===== config.mk =====
export PLATFORM = sky130hd
export DESIGN_NAME = chaos_game_point_step
export DESIGN_NICKNAME = d
export VERILOG_FILES = /design/src/rtl/cgps_pkg.sv /design/src/rtl/chaos_game_point_step.sv /design/src/rtl/cgps_rem.sv /design/src/rtl/cgps_datapath.sv /design/src/rtl/cgps_ctrl.sv
export SDC_FILE = /design/constraint.sdc
export NUM_CORES = 2
export LEC_CHECK = 0
export ABC_AREA = 1
export BUFFER_PORTS_ARGS = -buffer_cell sky130_fd_sc_hd__buf_2
export CORE_AREA = 3 3 364 366
export CTS_BUF_LIST = sky130_fd_sc_hd__clkbuf_8
export DETAILED_ROUTE_END_ITERATION = 10
export DIE_AREA = 0 0 367 369
export GPL_ROUTABILITY_DRIVEN = 0
export PLACE_DENSITY = 0.67
export SETUP_SLACK_MARGIN = 0.3
export SKIP_CTS_REPAIR_TIMING = 1
export SYNTH_ARGS = -nofsm -noshare
export SYNTH_HDL_FRONTEND = slang
export SYNTH_SLANG_ARGS = --single-unit

===== constraint.sdc =====
create_clock -name clk -period 20 [get_ports clk]
set_input_delay 4 -clock clk [delete_from_list [all_inputs] [get_ports clk]]
set_output_delay 4 -clock clk [all_outputs]
set_load 0.02 [all_outputs]

===== src/rtl/cgps_pkg.sv =====
// ----------------------------------------------------------------------------
// cgps_pkg
// Shared types and constants of the chaos-game point step block.
// ----------------------------------------------------------------------------
`default_nettype none

package cgps_pkg;

    localparam int COORD_W      = 24;
    localparam int KIND_W       = 2;
    localparam int ENTRY_W      = 4;
    localparam int RANDOM_W     = 15;
    localparam int OUT_INDEX_W  = 4;
    localparam int COUNT_W      = 32;

    localparam int COUNT_RST_W  = 5;
    localparam int STEP_SIZE_W  = 8;
    localparam int OFFSET_W     = 8;
    localparam int WEIGHT_W     = 17;
    localparam int WEIGHT_FRAC  = 16;

    localparam int CFG_INDEX_W  = 2;
    localparam int CFG_DATA_W   = 17;

    localparam int REM_W        = 5;
    localparam int DIVIDEND_W   = 24;
    localparam int CHUNK_W      = 8;
    localparam int DIV_STEPS    = DIVIDEND_W / CHUNK_W;
    localparam int DIV_CNT_W    = 2;
    localparam int SUM_W        = 10;

    localparam logic [COUNT_RST_W-1:0] POINT_COUNT_RST = 5'd3;
    localparam logic [STEP_SIZE_W-1:0] STEP_SIZE_RST   = 8'd1;
    localparam logic [OFFSET_W-1:0]    OFFSET_RST      = 8'd0;
    localparam logic [WEIGHT_W-1:0]    WEIGHT_RST      = 17'd32768;
    localparam logic [WEIGHT_W-1:0]    WEIGHT_ONE      = 17'd65536;
    localparam logic [DIV_CNT_W-1:0]   DIV_LAST        = 2'(DIV_STEPS - 1);

    localparam logic [CFG_INDEX_W-1:0] CFG_POINT_COUNT = 2'd0;
    localparam logic [CFG_INDEX_W-1:0] CFG_STEP_SIZE   = 2'd1;
    localparam logic [CFG_INDEX_W-1:0] CFG_OFFSET      = 2'd2;
    localparam logic [CFG_INDEX_W-1:0] CFG_WEIGHT      = 2'd3;

    localparam logic [KIND_W-1:0] KIND_LOAD = 2'd0;
    localparam logic [KIND_W-1:0] KIND_SET  = 2'd1;
    localparam logic [KIND_W-1:0] KIND_STEP = 2'd2;

    typedef struct packed {
        logic [KIND_W-1:0]          kind;
        logic [ENTRY_W-1:0]         entry_index;
        logic signed [COORD_W-1:0]  x_value;
        logic signed [COORD_W-1:0]  y_value;
        logic [RANDOM_W-1:0]        random_value;
    } item_t;

    typedef struct packed {
        logic signed [COORD_W-1:0]  point_x;
        logic signed [COORD_W-1:0]  point_y;
        logic [OUT_INDEX_W-1:0]     attractor_index;
        logic [COUNT_W-1:0]         step_count;
    } result_t;

    typedef enum logic [3:0] {
        ST_IDLE,
        ST_DISPATCH,
        ST_DIV_A,
        ST_LOAD_B,
        ST_DIV_B,
        ST_READ,
        ST_MUL_X,
        ST_ADD_X,
        ST_MUL_Y,
        ST_ADD_Y,
        ST_FINISH
    } ctrl_state_t;

    typedef struct packed {
        logic capture;
        logic write_entry;
        logic set_point;
        logic div_load;
        logic div_sel_sum;
        logic div_step;
        logic take_index;
        logic mul;
        logic add;
        logic sel_y;
        logic count_step;
        logic finish;
    } ctrl_cmd_t;

    typedef struct packed {
        logic [KIND_W-1:0] kind;
    } ctrl_status_t;

endpackage

`default_nettype wire


===== src/rtl/chaos_game_point_step.sv =====
// ----------------------------------------------------------------------------
// chaos_game_point_step
// Chaos-game point generator: loads attractor entries, sets the current
// point and takes steps toward randomly chosen attractors.
// ----------------------------------------------------------------------------
// Usage:
// An item is taken when start is high while busy is low. Kind 0 loads one
// attractor entry, kind 1 sets the current point, kind 2 takes one step
// with the supplied random number, and kind 3 only reports.
// Every item yields one result beat: done is high for exactly one cycle
// with point, attractor index and step count on result.
// A step item keeps busy high through dispatch, two remainder passes, the
// table read, a multiply and an add for x and then for y, and finish; other
// kinds go from dispatch straight to finish. The beat appears at the edge
// where busy falls. The step time is set by two passes of a remainder unit
// reducing eight bits per cycle and by one multiplier shared by both
// coordinates. A new item may start in the cycle in which done is high.
// The user must write registers through cfg_we, cfg_index and cfg_data
// only while busy is low; the block does not enforce this; no read-back.
// Reset clears the point, the index, the step count and the registers to
// their defaults. The attractor table holds no reset value.
// The receiver cannot stall; each result beat must be taken when shown.
// ----------------------------------------------------------------------------
`default_nettype none

module chaos_game_point_step #(
    parameter int MAX_POINTS = 16
) (
    input  wire logic                                clk,
    input  wire logic                                rst_n,
    input  wire logic                                start,
    output logic                                     busy,
    input  wire cgps_pkg::item_t                     item,
    output logic                                     done,
    output cgps_pkg::result_t                        result,
    input  wire logic                                cfg_we,
    input  wire logic [cgps_pkg::CFG_INDEX_W-1:0]    cfg_index,
    input  wire logic [cgps_pkg::CFG_DATA_W-1:0]     cfg_data
);

    cgps_pkg::ctrl_cmd_t    cmd;
    cgps_pkg::ctrl_status_t status;

    cgps_ctrl u_ctrl (
        .clk    (clk),
        .rst_n  (rst_n),
        .start  (start),
        .status (status),
        .cmd    (cmd),
        .busy   (busy)
    );

    cgps_datapath #(
        .MAX_POINTS (MAX_POINTS)
    ) u_datapath (
        .clk       (clk),
        .rst_n     (rst_n),
        .cfg_we    (cfg_we),
        .cfg_index (cfg_index),
        .cfg_data  (cfg_data),
        .item      (item),
        .cmd       (cmd),
        .status    (status),
        .result    (result),
        .done      (done)
    );

endmodule

`default_nettype wire


===== src/rtl/cgps_rem.sv =====
// ----------------------------------------------------------------------------
// cgps_rem
// Iterative remainder unit: reduces a 24-bit dividend modulo a small divisor,
// eight dividend bits per step.
// ----------------------------------------------------------------------------
`default_nettype none

module cgps_rem (
    input  wire logic                                clk,
    input  wire logic                                load,
    input  wire logic                                step,
    input  wire logic [cgps_pkg::DIVIDEND_W-1:0]     dividend,
    input  wire logic [cgps_pkg::REM_W-1:0]          divisor,
    output logic      [cgps_pkg::REM_W-1:0]          remainder
);

    logic [cgps_pkg::DIVIDEND_W-1:0] shift_reg;
    logic [cgps_pkg::REM_W-1:0]      rem_reg;
    logic [cgps_pkg::REM_W-1:0]      rem_next;

    always_comb
    begin
        logic [cgps_pkg::REM_W:0] trial;
        rem_next = rem_reg;
        for (int i = 0; i < cgps_pkg::CHUNK_W; i++)
        begin
            trial = {rem_next, shift_reg[cgps_pkg::DIVIDEND_W-1-i]};
            if (trial >= {1'b0, divisor})
            begin
                trial = trial - {1'b0, divisor};
            end
            rem_next = trial[cgps_pkg::REM_W-1:0];
        end
    end

    always_ff @(posedge clk)
    begin
        if (load)
        begin
            shift_reg <= dividend;
            rem_reg   <= '0;
        end
        else if (step)
        begin
            shift_reg <= shift_reg << cgps_pkg::CHUNK_W;
            rem_reg   <= rem_next;
        end
    end

    assign remainder = rem_reg;

endmodule

`default_nettype wire


===== src/rtl/cgps_datapath.sv =====
// ----------------------------------------------------------------------------
// cgps_datapath
// Configuration registers, attractor table, current point, index selection
// and the shared movement multiplier.
// ----------------------------------------------------------------------------
`default_nettype none

module cgps_datapath #(
    parameter int MAX_POINTS = 16
) (
    input  wire logic                                clk,
    input  wire logic                                rst_n,
    input  wire logic                                cfg_we,
    input  wire logic [cgps_pkg::CFG_INDEX_W-1:0]    cfg_index,
    input  wire logic [cgps_pkg::CFG_DATA_W-1:0]     cfg_data,
    input  wire cgps_pkg::item_t                     item,
    input  wire cgps_pkg::ctrl_cmd_t                 cmd,
    output cgps_pkg::ctrl_status_t                   status,
    output cgps_pkg::result_t                        result,
    output logic                                     done
);

    localparam int IDX_W = $clog2(MAX_POINTS);

    cgps_pkg::item_t                      item_reg;
    cgps_pkg::result_t                    result_reg;
    logic                                 done_reg;

    logic [cgps_pkg::COUNT_RST_W-1:0]     point_count_reg;
    logic [cgps_pkg::STEP_SIZE_W-1:0]     step_size_reg;
    logic [cgps_pkg::OFFSET_W-1:0]        offset_reg;
    logic [cgps_pkg::WEIGHT_W-1:0]        weight_reg;

    logic signed [cgps_pkg::COORD_W-1:0]  cur_x_reg;
    logic signed [cgps_pkg::COORD_W-1:0]  cur_y_reg;
    logic [IDX_W-1:0]                     cur_idx_reg;
    logic [cgps_pkg::COUNT_W-1:0]         step_count_reg;

    logic signed [cgps_pkg::COORD_W-1:0]  mem_x [MAX_POINTS];
    logic signed [cgps_pkg::COORD_W-1:0]  mem_y [MAX_POINTS];
    logic signed [cgps_pkg::COORD_W-1:0]  rd_x_reg;
    logic signed [cgps_pkg::COORD_W-1:0]  rd_y_reg;

    logic signed [cgps_pkg::COORD_W+cgps_pkg::WEIGHT_W:0] prod_reg;

    logic [cgps_pkg::REM_W-1:0]           active_n;
    logic [cgps_pkg::WEIGHT_W-1:0]        weight_sat;
    logic [cgps_pkg::DIVIDEND_W-1:0]      dividend;
    logic [cgps_pkg::SUM_W-1:0]           index_sum;
    logic [cgps_pkg::REM_W-1:0]           remainder;
    logic                                 entry_ok;

    logic signed [cgps_pkg::COORD_W-1:0]  target;
    logic signed [cgps_pkg::COORD_W-1:0]  origin;
    logic signed [cgps_pkg::COORD_W:0]    diff;
    logic signed [cgps_pkg::WEIGHT_W:0]   weight_s;
    logic signed [cgps_pkg::COORD_W+cgps_pkg::WEIGHT_W:0] prod_shift;
    logic signed [cgps_pkg::COORD_W-1:0]  moved;

    always_comb
    begin
        if (point_count_reg == '0)
        begin
            active_n = cgps_pkg::REM_W'(1);
        end
        else if (32'(point_count_reg) > MAX_POINTS)
        begin
            active_n = cgps_pkg::REM_W'(MAX_POINTS);
        end
        else
        begin
            active_n = point_count_reg;
        end
    end

    assign weight_sat = weight_reg[cgps_pkg::WEIGHT_W-1] ? cgps_pkg::WEIGHT_ONE : weight_reg;

    assign index_sum = cgps_pkg::SUM_W'(cur_idx_reg) + cgps_pkg::SUM_W'(offset_reg)
                     + cgps_pkg::SUM_W'(remainder);

    assign dividend = cmd.div_sel_sum
                    ? cgps_pkg::DIVIDEND_W'(index_sum)
                    : cgps_pkg::DIVIDEND_W'(step_size_reg * item_reg.random_value);

    cgps_rem u_rem (
        .clk       (clk),
        .load      (cmd.div_load),
        .step      (cmd.div_step),
        .dividend  (dividend),
        .divisor   (active_n),
        .remainder (remainder)
    );

    assign entry_ok = 32'(item_reg.entry_index) < MAX_POINTS;

    always_ff @(posedge clk)
    begin
        if (cmd.capture)
        begin
            item_reg <= item;
        end
    end

    always_ff @(posedge clk)
    begin
        if (cmd.write_entry && entry_ok)
        begin
            mem_x[IDX_W'(item_reg.entry_index)] <= item_reg.x_value;
            mem_y[IDX_W'(item_reg.entry_index)] <= item_reg.y_value;
        end
        if (cmd.take_index)
        begin
            rd_x_reg <= mem_x[IDX_W'(remainder)];
            rd_y_reg <= mem_y[IDX_W'(remainder)];
        end
    end

    always_ff @(posedge clk or negedge rst_n)
    begin
        if (!rst_n)
        begin
            point_count_reg <= cgps_pkg::POINT_COUNT_RST;
            step_size_reg   <= cgps_pkg::STEP_SIZE_RST;
            offset_reg      <= cgps_pkg::OFFSET_RST;
            weight_reg      <= cgps_pkg::WEIGHT_RST;
            cur_idx_reg     <= '0;
        end
        else if (cfg_we)
        begin
            unique case (cfg_index)
                cgps_pkg::CFG_POINT_COUNT:
                begin
                    point_count_reg <= cfg_data[cgps_pkg::COUNT_RST_W-1:0];
                    cur_idx_reg     <= '0;
                end
                cgps_pkg::CFG_STEP_SIZE:
                begin
                    step_size_reg <= cfg_data[cgps_pkg::STEP_SIZE_W-1:0];
                    cur_idx_reg   <= '0;
                end
                cgps_pkg::CFG_OFFSET:
                begin
                    offset_reg  <= cfg_data[cgps_pkg::OFFSET_W-1:0];
                    cur_idx_reg <= '0;
                end
                cgps_pkg::CFG_WEIGHT:
                begin
                    weight_reg <= cfg_data[cgps_pkg::WEIGHT_W-1:0];
                end
            endcase
        end
        else if (cmd.take_index)
        begin
            cur_idx_reg <= IDX_W'(remainder);
        end
    end

    assign target     = cmd.sel_y ? rd_y_reg : rd_x_reg;
    assign origin     = cmd.sel_y ? cur_y_reg : cur_x_reg;
    assign diff       = {target[cgps_pkg::COORD_W-1], target}
                      - {origin[cgps_pkg::COORD_W-1], origin};
    assign weight_s   = $signed({1'b0, weight_sat});
    assign prod_shift = prod_reg >>> cgps_pkg::WEIGHT_FRAC;
    assign moved      = origin + prod_shift[cgps_pkg::COORD_W-1:0];

    always_ff @(posedge clk)
    begin
        if (cmd.mul)
        begin
            prod_reg <= diff * weight_s;
        end
    end

    always_ff @(posedge clk or negedge rst_n)
    begin
        if (!rst_n)
        begin
            cur_x_reg      <= '0;
            cur_y_reg      <= '0;
            step_count_reg <= '0;
        end
        else
        begin
            if (cmd.set_point)
            begin
                cur_x_reg <= item_reg.x_value;
                cur_y_reg <= item_reg.y_value;
            end
            else if (cmd.add && !cmd.sel_y)
            begin
                cur_x_reg <= moved;
            end
            else if (cmd.add && cmd.sel_y)
            begin
                cur_y_reg <= moved;
            end
            if (cmd.count_step && (step_count_reg != '1))
            begin
                step_count_reg <= step_count_reg + 1'b1;
            end
        end
    end

    always_ff @(posedge clk)
    begin
        if (cmd.finish)
        begin
            result_reg.point_x         <= cur_x_reg;
            result_reg.point_y         <= cur_y_reg;
            result_reg.attractor_index <= cgps_pkg::OUT_INDEX_W'(cur_idx_reg);
            result_reg.step_count      <= step_count_reg;
        end
    end

    always_ff @(posedge clk or negedge rst_n)
    begin
        if (!rst_n)
        begin
            done_reg <= 1'b0;
        end
        else
        begin
            done_reg <= cmd.finish;
        end
    end

    assign status.kind = item_reg.kind;
    assign result      = result_reg;
    assign done        = done_reg;

endmodule

`default_nettype wire


===== src/rtl/cgps_ctrl.sv =====
// ----------------------------------------------------------------------------
// cgps_ctrl
// Sequencer that walks the datapath through one item at a time.
// ----------------------------------------------------------------------------
`default_nettype none

module cgps_ctrl (
    input  wire logic                    clk,
    input  wire logic                    rst_n,
    input  wire logic                    start,
    input  wire cgps_pkg::ctrl_status_t  status,
    output cgps_pkg::ctrl_cmd_t          cmd,
    output logic                         busy
);

    cgps_pkg::ctrl_state_t               state_reg;
    cgps_pkg::ctrl_state_t               state_next;
    logic [cgps_pkg::DIV_CNT_W-1:0]      cnt_reg;
    logic [cgps_pkg::DIV_CNT_W-1:0]      cnt_next;

    always_ff @(posedge clk or negedge rst_n)
    begin
        if (!rst_n)
        begin
            state_reg <= cgps_pkg::ST_IDLE;
            cnt_reg   <= '0;
        end
        else
        begin
            state_reg <= state_next;
            cnt_reg   <= cnt_next;
        end
    end

    always_comb
    begin
        state_next = state_reg;
        cnt_next   = cnt_reg;
        unique case (state_reg)
            cgps_pkg::ST_IDLE:
            begin
                if (start)
                begin
                    state_next = cgps_pkg::ST_DISPATCH;
                end
            end
            cgps_pkg::ST_DISPATCH:
            begin
                cnt_next = '0;
                if (status.kind == cgps_pkg::KIND_STEP)
                begin
                    state_next = cgps_pkg::ST_DIV_A;
                end
                else
                begin
                    state_next = cgps_pkg::ST_FINISH;
                end
            end
            cgps_pkg::ST_DIV_A:
            begin
                cnt_next = cnt_reg + 1'b1;
                if (cnt_reg == cgps_pkg::DIV_LAST)
                begin
                    cnt_next   = '0;
                    state_next = cgps_pkg::ST_LOAD_B;
                end
            end
            cgps_pkg::ST_LOAD_B:
            begin
                state_next = cgps_pkg::ST_DIV_B;
            end
            cgps_pkg::ST_DIV_B:
            begin
                cnt_next = cnt_reg + 1'b1;
                if (cnt_reg == cgps_pkg::DIV_LAST)
                begin
                    cnt_next   = '0;
                    state_next = cgps_pkg::ST_READ;
                end
            end
            cgps_pkg::ST_READ:   state_next = cgps_pkg::ST_MUL_X;
            cgps_pkg::ST_MUL_X:  state_next = cgps_pkg::ST_ADD_X;
            cgps_pkg::ST_ADD_X:  state_next = cgps_pkg::ST_MUL_Y;
            cgps_pkg::ST_MUL_Y:  state_next = cgps_pkg::ST_ADD_Y;
            cgps_pkg::ST_ADD_Y:  state_next = cgps_pkg::ST_FINISH;
            cgps_pkg::ST_FINISH: state_next = cgps_pkg::ST_IDLE;
            default:             state_next = cgps_pkg::ST_IDLE;
        endcase
    end

    always_comb
    begin
        cmd  = '0;
        busy = 1'b1;
        unique case (state_reg)
            cgps_pkg::ST_IDLE:
            begin
                busy        = 1'b0;
                cmd.capture = start;
            end
            cgps_pkg::ST_DISPATCH:
            begin
                unique case (status.kind)
                    cgps_pkg::KIND_LOAD: cmd.write_entry = 1'b1;
                    cgps_pkg::KIND_SET:  cmd.set_point   = 1'b1;
                    cgps_pkg::KIND_STEP: cmd.div_load    = 1'b1;
                    default:             cmd.div_load    = 1'b0;
                endcase
            end
            cgps_pkg::ST_DIV_A:
            begin
                cmd.div_step = 1'b1;
            end
            cgps_pkg::ST_LOAD_B:
            begin
                cmd.div_load    = 1'b1;
                cmd.div_sel_sum = 1'b1;
            end
            cgps_pkg::ST_DIV_B:
            begin
                cmd.div_step = 1'b1;
            end
            cgps_pkg::ST_READ:
            begin
                cmd.take_index = 1'b1;
            end
            cgps_pkg::ST_MUL_X:
            begin
                cmd.mul = 1'b1;
            end
            cgps_pkg::ST_ADD_X:
            begin
                cmd.add = 1'b1;
            end
            cgps_pkg::ST_MUL_Y:
            begin
                cmd.mul   = 1'b1;
                cmd.sel_y = 1'b1;
            end
            cgps_pkg::ST_ADD_Y:
            begin
                cmd.add        = 1'b1;
                cmd.sel_y      = 1'b1;
                cmd.count_step = 1'b1;
            end
            cgps_pkg::ST_FINISH:
            begin
                cmd.finish = 1'b1;
            end
            default:
            begin
                busy = 1'b1;
            end
        endcase
    end

endmodule

`default_nettype wire


==> results.py <==
metrics = {
    "critical_path": {
        "timing.rr.end": "u_datapath.u_rem.remainder[3]",
        "reg2reg_depth": 70,
        "crit_top_cell": "nand2_1",
        "startpoint_type": "flip-flop",
        "crit_fanout": 10,
        "cp_slowest_stage_delay_ns": 0.69,
        "r2r-start": "u_datapath.point_count_reg[1]",
        "path_class": "reg2reg",
        "cp-end-kind": "flip-flop",
        "worstPathRequired_ns": 20.82,
        "cp.arrival_ns": 14.27,
        "r2r_setup_slack_ns": 6.55,
        "crit_slowest_cell": "nor2_1",
    },
    "floorplanning": {
        "rows": 132,
        "start_util_pct": 50.88,
        "design.core.area_um2": 129500,
        "die_area_um2": 135400,
        "ioPinCount": 178,
        "die_w_um": 367,
        "fp.dieH_um": 369,
    },
    "clock_tree": {
        "cts_buffers": 180,
        "cts_tree": "yes",
        "cts_sinks": 1151,
        "clkLatencyLatePin_ns": 0.92,
        "clk_pin_slew_ns": 0.06,
        "clockRootBuffer": "clkbuf_8",
        "clock_path_buffers": 3,
        "htree_levels": 4,
    },
    "global_routing": {
        "grt_max_degree": 178,
        "grt_pass1_wl_um": 266700,
        "antenna_found_initial": 13,
        "grt_usage_pct": 25.83,
        "grt_pass1_vias": 44760,
        "grt.overflow.total": 0,
    },
    "synth": {
        "ys_seq_area_share_pct": 51.41,
        "synth_top_family_by_area": "adder cells",
        "synthesis.area_um2": 65880,
        "syn_inst": 5870,
        "synth_compound_area_share_pct": 7.800,
        "yosysTopAreaCell": "edfxtp_1",
        "yosysUniqueCellTypes": 55,
        "synthTopCellsByArea": "edfxtp_1, fa_1, nand2_1",
        "muxShareOfSynthArea_pct": 2.750,
        "ys.flop_type": "edfxtp_1",
        "synth.avg_cell_area_um2": 11.22,
        "synth_xor_area_share_pct": 1.476,
        "synth_fp_nets": 6680,
        "synth_top_area_share_pct": 46.35,
        "synthSimpleGateAreaFrac_pct": 11.11,
        "yosys.area_share.adder_pct": 19.18,
        "ys_async_sr_fraction_pct": 11.21,
        "ys_ff_latch": 1151,
        "ys_warn_count": 0,
        "synth_edf_count": 1017,
    },
    "drt": {
        "routedWlPerCell_um": 21.99,
        "drtAntennaViolNets": 0,
        "vias": 44820,
        "drc": 0,
        "viasPerCell": 5.662,
        "finalWirelength_um": 174100,
        "firstDrtPassIters": 8,
        "drt_iter0_markers": 4913,
    },
    "hold_path": {
        "min_delay_path_depth": 0,
        "hold_class": "reg2reg",
        "hold_end": "u_datapath.result[70]",
        "hp-start": "u_datapath.cur_x_reg[10]",
    },
    "sta": {
        "fmax_mhz": 74.34,
        "hold_viol_final": 0,
        "fin_setup_tns_ns": 0,
        "rsz0062_at_grt": "no",
        "worstMarginPinSlew_ns": 1.185,
        "slew_headroom_pct": 20.97,
        "drv_slew": 0,
        "fin_crit_sh_pct": 67.26,
        "hold_ws_ns": 0.4457,
        "skew_ns": 0.06908,
        "post-route-min-period_ns": 13.45,
        "setup_violations": 0,
    },
    "run_status": {
        "status": "completed",
    },
    "finish": {
        "fin_nets": 6836,
        "regArea_um2": 33890,
        "multi_input_area_um2": 28050,
        "syn2layout_area_growth_pct": 9.296,
        "fillCellCount": 10990,
        "layout-drive-gt1-share_pct": 9.465,
    },
    "job": {
        "cap_violations": 0,
    },
    "place": {
        "port_buffers": 177,
        "dp_hpwl_um": 112900,
    },
}
==> synthesized netlist by cell type, drive strengths merged (3+ instances only) <==
cell and count:
nor2 580, a21o 6, clkbuf 235, a31oi 12, dfxtp 5, o31ai 6
ha 231, edfxtp 1017, a211oi 7, or2 22, o22ai 12, a22o 3
dfrtp 125, xnor2 43, clkinv 4, nand3 191, o32ai 28, nor4 7
a22oi 9, nor3 34, o21ai 354, nand2 936, nand4 16, a21boi 9
a21oi 153, buf 28, mux2i 154, dfstp 4, xor2 68, o221ai 154
inv 830, mux2 24, nand3b 3, o211ai 60, o21bai 6, fa 487
==> cell type report <==
class                           instances  share of cell area [%]
Clock buffer                          187                   3.574
Multi-Input combinational cell       3622                   38.95
Clock inverter                        139                   1.122
Sequential cell                      1151                   47.06
Inverter                              834                   4.354
Tap cell                             1742                   3.027
Timing Repair Buffer                  237                   1.899
Antenna cell                            5                 0.01738
==> per-stage QoR <==
stage | area [um^2] | util (%) | setup WS [ns] | instances
final | 72010 | 55.61 | 6.548 | 7917
after detailed placement | 68610 | 52.99 | 6.829 | 7586
after floorplan | 65880 | - | 8.987 | 5870
after global routing | 72000 | 55.61 | 5.558 | 7914
after CTS | 72000 | 55.60 | 6.774 | 7912
after global placement | 68610 | 52.99 | 7.424 | 7586
==> placed cells by master, fill, tap and decap left out, types with 125 or more instances in the layout <==
cell type  Yosys  final
a21oi_1      151    151
buf_2          2    176
clkbuf_8       0    187
dfrtp_1      125    125
edfxtp_1    1017   1017
fa_1         487    487
ha_1         231    231
inv_1        828    876
mux2i_1      154    154
nand2_1      927    926
nand3_1      181    181
nor2_1       567    548
o21ai_0      350    350
o221ai_1     154    154
==> layer usage <==
layer  global-route usage (%)  part of all wire (%)  up-vias
met5                        0                     0        -
met4                    8.987                   3.1        0
met3                    4.514                   9.1      305
met2                    40.27                    46     2037
met1                    36.78                    42    22400
li1                         -                     -    20090
==> critical path: cells and delay by family, from the launching register on <==
family / cells / cell delay, ns
fa+ha+maj: 8 / 2.94
compound gates: 14 / 3.80
buf+inv: 12 / 1.33
flops: 1 / 0.53
simple gates: 36 / 4.75
==> how the worst max path moves through the flow <==
stage	from	to	slack, ns	cells after the start
after global placement	u_datapath.point_count_reg[1]	u_datapath.u_rem.remainder[3]	7.42	70
after CTS	u_datapath.point_count_reg[1]	u_datapath.u_rem.remainder[3]	6.77	70
after detailed placement	u_datapath.point_count_reg[1]	u_datapath.u_rem.remainder[3]	6.83	70
after floorplan	u_datapath.point_count_reg[1]	u_datapath.u_rem.remainder[0]	8.99	73
after global routing	u_datapath.point_count_reg[1]	u_datapath.u_rem.remainder[3]	5.56	70
final	u_datapath.point_count_reg[1]	u_datapath.u_rem.remainder[3]	6.55	70
==> logic make-up after synthesis <==
logic type / after synthesis
buf+inv: 1097
mux: 178
flops: 1151
simple gates: 1791
fa+ha+maj: 718
xor+xnor: 111
compound gates: 824
Power is not shown: default switching activity piles up to over one toggle a cycle in this logic, so the estimate is an artifact.
